--- config.mk ---
export PLATFORM = sky130hd
export DESIGN_NAME = duplicate_set_forwarding_filter
export DESIGN_NICKNAME = d
export VERILOG_FILES = /design/src/sv/dsff_pkg.sv /design/src/sv/duplicate_set_forwarding_filter.sv
export SDC_FILE = /design/constraint.sdc
export NUM_CORES = 2
export LEC_CHECK = 0
export BUFFER_PORTS_ARGS = -buffer_cell sky130_fd_sc_hd__buf_2
export CORE_MARGIN = 5
export CORE_UTILIZATION = 42
export DETAILED_ROUTE_END_ITERATION = 12
export GPL_ROUTABILITY_DRIVEN = 0
export PLACE_DENSITY_LB_ADDON = 0.12
export SETUP_SLACK_MARGIN = 0.2
export SLEW_MARGIN = 25
export SYNTH_ARGS = -nofsm -noshare
export SYNTH_HDL_FRONTEND = slang
export SYNTH_SLANG_ARGS = --single-unit
--- constraint.sdc ---
create_clock -name clk -period 15.1 [get_ports clk]
set_input_delay 0.755 -clock clk [delete_from_list [all_inputs] [get_ports clk]]
set_output_delay 0.755 -clock clk [all_outputs]
set_load 0.02 [all_outputs]
--- src/sv/dsff_pkg.sv ---
// ----------------------------------------------------------------------------
// dsff_pkg
// shared types and codes of the duplicate set forwarding filter
// ----------------------------------------------------------------------------
`default_nettype none

package dsff_pkg;

    localparam logic CMD_MESSAGE = 1'b0;
    localparam logic CMD_TICK    = 1'b1;

    localparam logic [1:0] STATUS_OK          = 2'd0;
    localparam logic [1:0] STATUS_TABLE_FULL  = 2'd1;
    localparam logic [1:0] STATUS_IFACE_FULL  = 2'd2;

    localparam logic [15:0] HOLD_TIME_RESET = 16'd30;

    typedef struct packed {
        logic        cmd;
        logic [31:0] originator_addr;
        logic [15:0] message_seq;
        logic [31:0] receive_iface_addr;
        logic        sender_symmetric;
        logic        sender_mpr_selector;
        logic [7:0]  time_to_live;
    } in_item_t;

    typedef struct packed {
        logic       retransmit;
        logic       was_duplicate;
        logic [1:0] status;
    } out_item_t;

    typedef enum logic [2:0] {
        ST_IDLE,
        ST_SCAN,
        ST_IFACE,
        ST_DECIDE,
        ST_TICK,
        ST_DONE
    } state_t;

endpackage

`default_nettype wire

--- src/sv/duplicate_set_forwarding_filter.sv ---
// ----------------------------------------------------------------------------
// duplicate_set_forwarding_filter
// duplicate set with default forwarding decision, one entry visited per cycle
// ----------------------------------------------------------------------------
//  channel  | signals                         | direction
//  in       | in_valid, in_ready, in_data     | item transfer into the block
//  out      | out_valid, out_ready, out_data  | result transfer out
//  cfg      | hold_time_we, hold_time_wdata   | hold time register write
//
//  a message runs a key scan (one entry compared per cycle), then an
//  interface list scan of the hit entry, up to IFACES_PER_ENTRY words, then a
//  decide state and a done state
//  a tick scans all ENTRIES entries, one timer aged per cycle, then a done state
//  reset clears valid bits and loads the default hold time; the result waits
//  in an output register while out_ready is low, and no new item is taken
//  until it goes
// ----------------------------------------------------------------------------
`default_nettype none

module duplicate_set_forwarding_filter
    import dsff_pkg::*;
#(
    parameter int ENTRIES          = 16,
    parameter int IFACES_PER_ENTRY = 4
)
(
    input  wire logic      clk,
    input  wire logic      rst_n,
    input  wire logic      in_valid,
    output logic           in_ready,
    input  wire in_item_t  in_data,
    output logic           out_valid,
    input  wire logic      out_ready,
    output out_item_t      out_data,
    input  wire logic      hold_time_we,
    input  wire logic [15:0] hold_time_wdata
);

    localparam int EW = (ENTRIES > 1) ? $clog2(ENTRIES) : 1;
    localparam int IW = (IFACES_PER_ENTRY > 1) ? $clog2(IFACES_PER_ENTRY) : 1;
    localparam int CW = $clog2(IFACES_PER_ENTRY + 1);
    localparam int AW = $clog2(ENTRIES * IFACES_PER_ENTRY);

    // entry stores; one entry read per cycle at the scan pointer
    logic [ENTRIES-1:0] valid_reg;
    logic [31:0]        orig_mem  [ENTRIES];
    logic [15:0]        seq_mem   [ENTRIES];
    logic               retx_mem  [ENTRIES];
    logic [CW-1:0]      count_mem [ENTRIES];
    logic [15:0]        timer_mem [ENTRIES];
    logic [31:0]        iface_mem [ENTRIES*IFACES_PER_ENTRY];

    state_t      state_reg, state_next;
    in_item_t    item_reg;
    logic [15:0] hold_reg;
    logic [EW:0] idx_reg, idx_next;
    logic [IW:0] k_reg, k_next;
    logic        found_reg, found_next;
    logic [EW-1:0] hit_reg, hit_next;
    logic        free_reg, free_next;
    logic [EW-1:0] slot_reg, slot_next;
    logic        listed_reg, listed_next;
    out_item_t   out_reg;
    logic        out_valid_reg;
    logic [31:0] iface_q_reg;

    logic [EW-1:0] ei;
    logic [AW-1:0] iface_addr;
    logic          key_hit;
    logic          dec;
    logic [CW-1:0] hit_count;
    logic          handled;
    logic [1:0]    dec_status;

    assign ei        = idx_reg[EW-1:0];
    assign key_hit   = valid_reg[ei] && orig_mem[ei] == item_reg.originator_addr
                       && seq_mem[ei] == item_reg.message_seq;
    assign hit_count = count_mem[hit_reg];
    assign iface_addr = AW'(hit_reg) * AW'(IFACES_PER_ENTRY) + AW'(k_reg[IW-1:0]);
    assign dec = item_reg.sender_mpr_selector && (item_reg.time_to_live > 8'd1);
    assign handled = found_reg && (retx_mem[hit_reg] || listed_reg);

    // status of the decide cycle
    always_comb
    begin
        dec_status = STATUS_OK;
        if (item_reg.sender_symmetric && !handled)
        begin
            if (found_reg)
            begin
                if (hit_count >= CW'(IFACES_PER_ENTRY))
                    dec_status = STATUS_IFACE_FULL;
            end
            else if (!free_reg)
                dec_status = STATUS_TABLE_FULL;
        end
    end

    // next state
    always_comb
    begin
        state_next  = state_reg;
        idx_next    = idx_reg;
        k_next      = k_reg;
        found_next  = found_reg;
        hit_next    = hit_reg;
        free_next   = free_reg;
        slot_next   = slot_reg;
        listed_next = listed_reg;
        unique case (state_reg)
            ST_IDLE:
            begin
                if (in_valid && !out_valid_reg)
                begin
                    idx_next    = '0;
                    k_next      = '0;
                    found_next  = 1'b0;
                    free_next   = 1'b0;
                    listed_next = 1'b0;
                    state_next  = (in_data.cmd == CMD_TICK) ? ST_TICK : ST_SCAN;
                end
            end
            ST_SCAN:
            begin
                if (!found_reg && key_hit)
                begin
                    found_next = 1'b1;
                    hit_next   = ei;
                end
                if (!free_reg && !valid_reg[ei])
                begin
                    free_next = 1'b1;
                    slot_next = ei;
                end
                idx_next = idx_reg + 1'b1;
                if (idx_reg == (EW+1)'(ENTRIES - 1))
                    state_next = ST_IFACE;
            end
            ST_IFACE:
            begin
                // list word read last cycle is compared here, behind the read address
                if (k_reg != '0 && iface_q_reg == item_reg.receive_iface_addr)
                    listed_next = 1'b1;
                if (!found_reg || k_reg >= (IW+1)'(hit_count)
                    || k_reg == (IW+1)'(IFACES_PER_ENTRY))
                    state_next = ST_DECIDE;
                else
                    k_next = k_reg + 1'b1;
            end
            ST_DECIDE: state_next = ST_DONE;
            ST_TICK:
            begin
                idx_next = idx_reg + 1'b1;
                if (idx_reg == (EW+1)'(ENTRIES - 1))
                    state_next = ST_DONE;
            end
            ST_DONE: state_next = ST_IDLE;
            default: state_next = ST_IDLE;
        endcase
    end

    // outputs
    always_comb
    begin
        in_ready  = (state_reg == ST_IDLE) && !out_valid_reg;
        out_valid = out_valid_reg;
        out_data  = out_reg;
    end

    always_ff @(posedge clk or negedge rst_n)
    begin
        if (!rst_n)
        begin
            state_reg     <= ST_IDLE;
            valid_reg     <= '0;
            hold_reg      <= HOLD_TIME_RESET;
            out_valid_reg <= 1'b0;
            idx_reg       <= '0;
            k_reg         <= '0;
            found_reg     <= 1'b0;
            free_reg      <= 1'b0;
            listed_reg    <= 1'b0;
        end
        else
        begin
            state_reg  <= state_next;
            idx_reg    <= idx_next;
            k_reg      <= k_next;
            found_reg  <= found_next;
            free_reg   <= free_next;
            listed_reg <= listed_next;
            if (hold_time_we)
                hold_reg <= hold_time_wdata;
            if (out_valid_reg && out_ready)
                out_valid_reg <= 1'b0;
            if (state_reg == ST_TICK && valid_reg[ei] && timer_mem[ei] <= 16'd1)
                valid_reg[ei] <= 1'b0;
            if (state_reg == ST_DECIDE && item_reg.sender_symmetric && !found_reg
                && free_reg)
                valid_reg[slot_reg] <= 1'b1;
            if (state_reg == ST_DONE)
                out_valid_reg <= 1'b1;
        end
    end

    // payload and stores
    always_ff @(posedge clk)
    begin
        hit_reg     <= hit_next;
        slot_reg    <= slot_next;
        iface_q_reg <= iface_mem[iface_addr];
        if (state_reg == ST_IDLE && in_valid && !out_valid_reg)
            item_reg <= in_data;
        if (state_reg == ST_TICK && valid_reg[ei])
        begin
            if (timer_mem[ei] <= 16'd1)
                timer_mem[ei] <= '0;
            else
                timer_mem[ei] <= timer_mem[ei] - 16'd1;
        end
        if (state_reg == ST_DECIDE)
        begin
            out_reg.retransmit    <= item_reg.sender_symmetric && !handled && dec;
            out_reg.was_duplicate <= found_reg;
            out_reg.status        <= dec_status;
            if (item_reg.sender_symmetric && !handled && dec_status == STATUS_OK)
            begin
                if (found_reg)
                begin
                    retx_mem[hit_reg]  <= dec;
                    timer_mem[hit_reg] <= hold_reg;
                    iface_mem[AW'(hit_reg) * AW'(IFACES_PER_ENTRY)
                              + AW'(hit_count)] <= item_reg.receive_iface_addr;
                    count_mem[hit_reg] <= hit_count + 1'b1;
                end
                else
                begin
                    orig_mem[slot_reg]  <= item_reg.originator_addr;
                    seq_mem[slot_reg]   <= item_reg.message_seq;
                    retx_mem[slot_reg]  <= dec;
                    iface_mem[AW'(slot_reg) * AW'(IFACES_PER_ENTRY)]
                                        <= item_reg.receive_iface_addr;
                    count_mem[slot_reg] <= CW'(1);
                    timer_mem[slot_reg] <= hold_reg;
                end
            end
        end
        if (state_reg == ST_TICK && idx_reg == '0)
            out_reg <= '0;
    end

endmodule

`default_nettype wire
# Word-level counts from Yosys, hierarchy flattened
# Memories as Yosys holds them, arrays and structs flattened. A register that Yosys moved wholly into a read port is not among the register bits.
# Index checks and enable logic that the tools add are counted.
dict set report totals {
  register_bits 149
  mem_bits_rw 3136
  input_bits 112
  out_inout_bits 6
  elab_cells 179
  memories 6
}
dict set report op_classes {
  add_sub_neg 6
  order_cmp 8
  n_eq_ne 18
  muxes 64
  n_bitwise 4
  n_reduce_logical 53
}
# name words word_bits read_ports rd_ports_with_merged_regs wr line
set mem_list {}
lappend mem_list {iface_mem 64 32 1 1 1 duplicate_set_forwarding_filter.sv:51} ;# logic [31:0] iface_mem [ENTRIES*IFACES_PER_ENTRY];
lappend mem_list {orig_mem 16 32 1 0 1 duplicate_set_forwarding_filter.sv:46} ;# logic [31:0] orig_mem [ENTRIES];
lappend mem_list {seq_mem 16 16 1 0 1 duplicate_set_forwarding_filter.sv:47} ;# logic [15:0] seq_mem [ENTRIES];
lappend mem_list {timer_mem 16 16 1 0 1 duplicate_set_forwarding_filter.sv:50} ;# logic [15:0] timer_mem [ENTRIES];
lappend mem_list {count_mem 16 3 1 1 1 duplicate_set_forwarding_filter.sv:49} ;# logic [CW-1:0] count_mem [ENTRIES];
lappend mem_list {retx_mem 16 1 1 1 1 duplicate_set_forwarding_filter.sv:48} ;# logic retx_mem [ENTRIES];
# op n
set ops {}
lappend ops {{$mux W16} 5}
lappend ops {{$eq A32 B32 Y1} 2}
lappend ops {{$mux W32} 1}
lappend ops {{$reduce_or A16 Y1} 2}
lappend ops {{$reduce_or A32 Y1} 1}
lappend ops {{$mux W1} 30}
lappend ops {{$mux W3} 8}
lappend ops {{$mux W4} 6}
lappend ops {{$logic_and A1 B1 Y1} 23}
lappend ops {{$and A16 B16 Y16} 1}
lappend ops {{$eq A16 B16 Y1} 1}
lappend ops {{$le A16 B1 Y1 const B} 1}
lappend ops {{$ne A2 B2 Y1 const B} 8}
lappend ops {{$not A16 Y16} 1}
lappend ops {{$or A16 B16 Y16} 1}
lappend ops {{$sub A16 B1 Y16 const B} 1}
lappend ops {{$pmux W3 S5} 1}
lappend ops {{$reduce_and A3 Y1} 4}
lappend ops {{$lt A4 B5 Y1 const B} 2}
lappend ops {{$pmux W5 S2} 1}
lappend ops {{$eq A3 B3 Y1 const B} 3}
lappend ops {{$demux W1 S4} 2}
lappend ops {{$ge A4 B1 Y1 const B} 2}
lappend ops {{$gt A8 B1 Y1 const B} 1}
lappend ops {{28 further kinds} 45}

# Depth between registers and ports, before layout
dict set report depth {
  word_depth 13
  mapped_depth 17
  depth_no_buf 10
}

# Worst setup path before layout
# No wires, ideal clock.
dict set report synth_timing {
  kind {register to register}
  start {reg with a tool-made name}
  end {mem iface_mem[58][0], enable pin}
  setup_ps 502
  arrival_ps 6029
  t_required_ps 14598
  slack_ps 8569
  path_stages_with_launch 11
  path_buffers 2
  synth_period_minus_slack_ps 6531
  cell_sequence {dfxtp_1 -> buf_2 -> buf_1 -> mux4_2 -> mux2i_1 -> nor2_1 -> a2111o_1 -> o21a_1 -> nor3_1 -> nand3_1 -> nor4_1}
}
# element line
set synth_lines {}
lappend synth_lines {{end: declaration} duplicate_set_forwarding_filter.sv:51}

# Worst setup path in the final report
dict set report layout_timing {
  start {reg idx_reg[0]}
  end {mem timer_mem[4][12] (data pin)}
}
dict set report layout_via {
  elab_chain_len 8
  word_cells_on_any_way 12
  cone_classes {add/sub: 1; order compare: 1; mux: 8; reduce/logical: 1; memory: 1}
}
# element line
set layout_lines {}
lappend layout_lines {{start: declaration} duplicate_set_forwarding_filter.sv:56} ;# logic [EW:0] idx_reg, idx_next;
lappend layout_lines {{start signal: assignment} duplicate_set_forwarding_filter.sv:187} ;# idx_reg <= idx_next;
lappend layout_lines {{$mem_v2 Z16 W16 or $bmux W1 S4 (tied branches)} -}
lappend layout_lines {{$le A16 B1 Y1 or $mux W1 (tied branches)} {duplicate_set_forwarding_filter.sv:216, duplicate_set_forwarding_filter.sv:214}}
lappend layout_lines {{$mux W1 or $logic_and A1 B1 Y1 (tied branches)} {duplicate_set_forwarding_filter.sv:216, duplicate_set_forwarding_filter.sv:214}}
lappend layout_lines {{$mux W1} duplicate_set_forwarding_filter.sv:214} ;# if (state_reg == ST_TICK && valid_reg[ei])
lappend layout_lines {{$mux W1 (implied by the code)} duplicate_set_forwarding_filter.sv:219} ;# timer_mem[ei] <= timer_mem[ei] - 16'd1;
lappend layout_lines {{$mux W16 (no line) (*) (3 in series)} -}
lappend layout_lines {{end: declaration} duplicate_set_forwarding_filter.sv:50}
# Every way passes the cells marked *; elsewhere a longest branch is shown, timed or not. The select of a mux whose other input is x is not followed.

==> run_summary.xml <==
<?xml version="1.0" encoding="UTF-8"?>
<metrics>
  <group name="timing">
    <metric name="setup_repair_after_global_routing_missed_its_margin" unit="">false</metric>
    <metric name="maxClockFrequency" unit="MHz">167</metric>
    <metric name="setup_viol_count_final" unit="">0</metric>
    <metric name="final_period_minus_worst_setup_slack" unit="ps">5970</metric>
    <metric name="drv_slew" unit="">0</metric>
    <metric name="final.period_utilization" unit="%">39.6</metric>
    <metric name="timing.clock.skew" unit="ps">70.5</metric>
    <metric name="fin_setup_tns" unit="ps">0</metric>
    <metric name="worst-slew-pin-transition" unit="ps">1090</metric>
    <metric name="timing.slew.headroom" unit="%">27.3</metric>
    <metric name="hold_viol_final" unit="">0</metric>
    <metric name="timing.final.ws_setup" unit="ps">9130</metric>
  </group>
  <group name="power_and_ir_drop">
    <metric name="ir_drop" unit="uV">121</metric>
    <metric name="cellLeakagePower" unit="nW">46.0</metric>
    <metric name="power.density_cell_area" unit="mW/mm2">155</metric>
  </group>
  <group name="status">
    <metric name="run_status" unit="">finished clean</metric>
  </group>
  <group name="critical_path">
    <metric name="crit_path_max_fanout" unit="">38</metric>
    <metric name="critical_path.startpoint_type" unit="">register</metric>
    <metric name="critical_path_arrival" unit="ps">6510</metric>
    <metric name="worst-endpoint-required" unit="ps">15640</metric>
    <metric name="category_of_the_critical_setup_timing_path" unit="">register to register</metric>
    <metric name="critPathCaptureType" unit="">register</metric>
  </group>
  <group name="final_layout">
    <metric name="area_growth_syn_to_layout" unit="%">14.8</metric>
    <metric name="post_route_cells_drive_above_1_share" unit="%">30.1</metric>
    <metric name="largest-register" unit="">iface_mem</metric>
    <metric name="area_taken_by_multi_input_logic_gates" unit="mm2">0.0280</metric>
    <metric name="final-instance-count-excl-fill" unit="">10300</metric>
    <metric name="layout.core_utilization" unit="%">48.4</metric>
    <metric name="layout.nets" unit="">6131</metric>
    <metric name="mostFrequentLayoutCells" unit="">3233 x edfxtp_1, 931 x mux4_2, 364 x clkbuf_16</metric>
    <metric name="largest_register_ff_count" unit="">2048</metric>
    <metric name="largestRegisters" unit="">iface_mem (2048), orig_mem (512)</metric>
    <metric name="layout.filler_cells" unit="">24500</metric>
    <metric name="mostFrequentLayoutCell" unit="">edfxtp_1</metric>
    <metric name="layout.area.seq" unit="mm2">0.0991</metric>
    <metric name="layout.cell_area.non_filler" unit="mm2">0.147</metric>
  </group>
  <group name="global_route">
    <metric name="grt_first_pass_wirelength" unit="mm">468</metric>
    <metric name="maximum_number_of_pins_on_one_net_before_global_route_repair" unit="">132</metric>
    <metric name="grt_remaining_overflow" unit="">0</metric>
    <metric name="antenna_violations_before_repair" unit="">19</metric>
    <metric name="grt_usage" unit="%">20.7</metric>
    <metric name="vias_in_the_first_global_route" unit="">61600</metric>
  </group>
  <group name="clock_network">
    <metric name="worst_setup_hold_path_clk_slew" unit="ps">60</metric>
    <metric name="htree_num_levels" unit="">5</metric>
    <metric name="cts-resized-gates" unit="">0</metric>
    <metric name="clock_tree.root_cell" unit="">clkbuf_16</metric>
    <metric name="clkSinkCount" unit="">3320</metric>
    <metric name="tritoncts" unit="">yes</metric>
    <metric name="clock_tree.buffer_depth" unit="">4</metric>
    <metric name="cts_inserted_buffers" unit="">357</metric>
    <metric name="clock_latency" unit="ps">930</metric>
  </group>
  <group name="die">
    <metric name="placement_rows" unit="">202</metric>
    <metric name="floorplan_die_width" unit="um">562</metric>
    <metric name="die_area" unit="mm2">0.316</metric>
    <metric name="area_of_the_core_region" unit="mm2">0.303</metric>
    <metric name="floorplan.initialDensity" unit="%">42.2</metric>
    <metric name="top_level_ports" unit="">118</metric>
    <metric name="dieHeight" unit="um">562</metric>
  </group>
  <group name="drt">
    <metric name="drc" unit="">0</metric>
    <metric name="average_wire_length_per_cell_after_detail_routing" unit="um">32.2</metric>
    <metric name="wl" unit="mm">331</metric>
    <metric name="detail-route-antenna-nets" unit="">0</metric>
    <metric name="vias" unit="">59600</metric>
    <metric name="drt-pass1-iter-count" unit="">5</metric>
    <metric name="drt-vias-per-instance" unit="">5.79</metric>
    <metric name="starting_drt_drc_count" unit="">6505</metric>
  </group>
  <group name="yosys">
    <metric name="ys.flop_type" unit="">edfxtp_1</metric>
    <metric name="synth_nets" unit="">5647</metric>
    <metric name="synth-async-reset-ratio" unit="%">1.42</metric>
    <metric name="synth_edf_count" unit="">3233</metric>
    <metric name="syn_inst" unit="">5520</metric>
    <metric name="synth_warnings" unit="">0</metric>
    <metric name="synth_seq_cells" unit="">3320</metric>
    <metric name="seq_area_frac_synth" unit="%">77.5</metric>
    <metric name="synth.avg_cell_area" unit="um2">23.2</metric>
    <metric name="synth.cell_area" unit="mm2">0.128</metric>
    <metric name="post_synth_num_cell_types" unit="">77</metric>
  </group>
  <group name="placement">
    <metric name="place.detailed.instances" unit="">9551</metric>
    <metric name="dpl_worst_slack" unit="ps">8920</metric>
    <metric name="port_buffers" unit="">116</metric>
    <metric name="dpl_hpwl" unit="mm">173</metric>
    <metric name="post_dp_cell_area" unit="mm2">0.134</metric>
  </group>
  <group name="hold_path">
    <metric name="worst_hold_path_type" unit="">primary input to register</metric>
  </group>
  <group name="job">
    <metric name="timing.max_cap.violations" unit="">0</metric>
  </group>
</metrics>
## metal layers
layer | up-vias | GRT usage [%] | part of all wire [%]
met5 | - | 0 | 0
met4 | 0 | 5.24 | 2.5
met3 | 471 | 3.28 | 6.0
met2 | 1907 | 33.7 | 49
met1 | 32700 | 29.6 | 43
li1 | 24500 | - | -
## report_power, final
group          total (mW)  switching, mW  internal, mW  leakage, nW
clock network        8.61           3.59          5.02         5.61
registers            10.8          0.244          10.6         30.6
logic                3.32           1.95          1.37         9.74
total                22.7           5.79          16.9         46.0
## metrics by stage
stage / total power [mW] / hold slack [ps]
6_report: 22.7 / 71.3
3_5_place_dp: 14.4 / 468
3_3_place_gp: 14.3 / 456
5_1_grt: 23.6 / 33.5
4_1_cts: 23.0 / 1.80
2_1_floorplan: 13.3 / 437
## worst paths after layout
check | startpoint | to | slack [ps] | cells after the start
setup / recovery | idx_reg[0] | timer_mem[4][12] | 9130 | 11
hold / removal | in_data[74] | item_reg[74] | 70 | 1
setup reg to reg | idx_reg[0] | timer_mem[4][12] | 9130 | 11
hold reg to reg | valid_reg[0] | valid_reg[0] | 480 | 1
max in group asynchronous | rst_n | k_reg[0] | 13880 | 3
min in group asynchronous | rst_n | hold_reg[7] | 530 | 3
## cell type report
type,instances,area share [%]
Tap cell,3978,3.39
Clock buffer,454,6.49
Multi-Input combinational cell,1887,19.1
Inverter,46,0.123
Antenna cell,10,0.0171
Timing Repair Buffer,392,2.03
Sequential cell,3320,67.5
Clock inverter,201,1.35
## worst max-delay path, stage by stage (launching register included)
cell and delay (ps):
dfrtp_4 970, buf_4 690, buf_4 660, mux4_2 600, mux4_2 610, inv_1 100
ha_1 300, and2_1 310, nand2_1 120, or3_1 360, xor2_1 150, o21ai_1 700
## cells by family (layout without fill, tap and decap cells)
kind of cell / Yosys count / after routing / synth area share, %
adders and majority gates: 15 / 15 / 0.147
other: 0 / 10 / 0
xor gates and xnor gates: 98 / 98 / 0.671
AOI/OAI and AO/OA: 240 / 240 / 1.27
DFF: 3320 / 3320 / 77.5
buffers and inverters: 313 / 1093 / 1.15
and+or+nand+nor: 438 / 438 / 1.54
muxes: 1096 / 1096 / 17.7
## cell usage after synthesis, drive strengths merged (14+ instances only)
| master | instances | area (um2) |
|---|---|---|
| a21oi | 40 | 200 |
| a22oi | 33 | 248 |
| a31oi | 22 | 138 |
| buf | 123 | 761 |
| clkbuf | 144 | 541 |
| dfrtp | 43 | 1080 |
| dfxtp | 40 | 801 |
| edfxtp | 3233 | 97100 |
| ha | 15 | 188 |
| inv | 45 | 171 |
| mux2 | 38 | 428 |
| mux2i | 126 | 1260 |
| mux4 | 932 | 21000 |
| nand2 | 117 | 439 |
| nand3 | 32 | 165 |
| nor2 | 177 | 669 |
| nor2b | 14 | 87.6 |
| nor3 | 28 | 140 |
| o21ai | 54 | 270 |
| o22ai | 14 | 87.6 |
| xnor2 | 55 | 482 |
| xor2 | 43 | 377 |
## timing repair
| item | in CTS | in global routing |
|---|---|---|
| endpoints found under the setup margin | 0 | 0 |
| hold buffers | 72 | 0 |
| endpoints found under the hold margin | 99 | 0 |
| buffers inserted | 0 | 0 |
No activity file was read; power rests on OpenSTA's default activity.
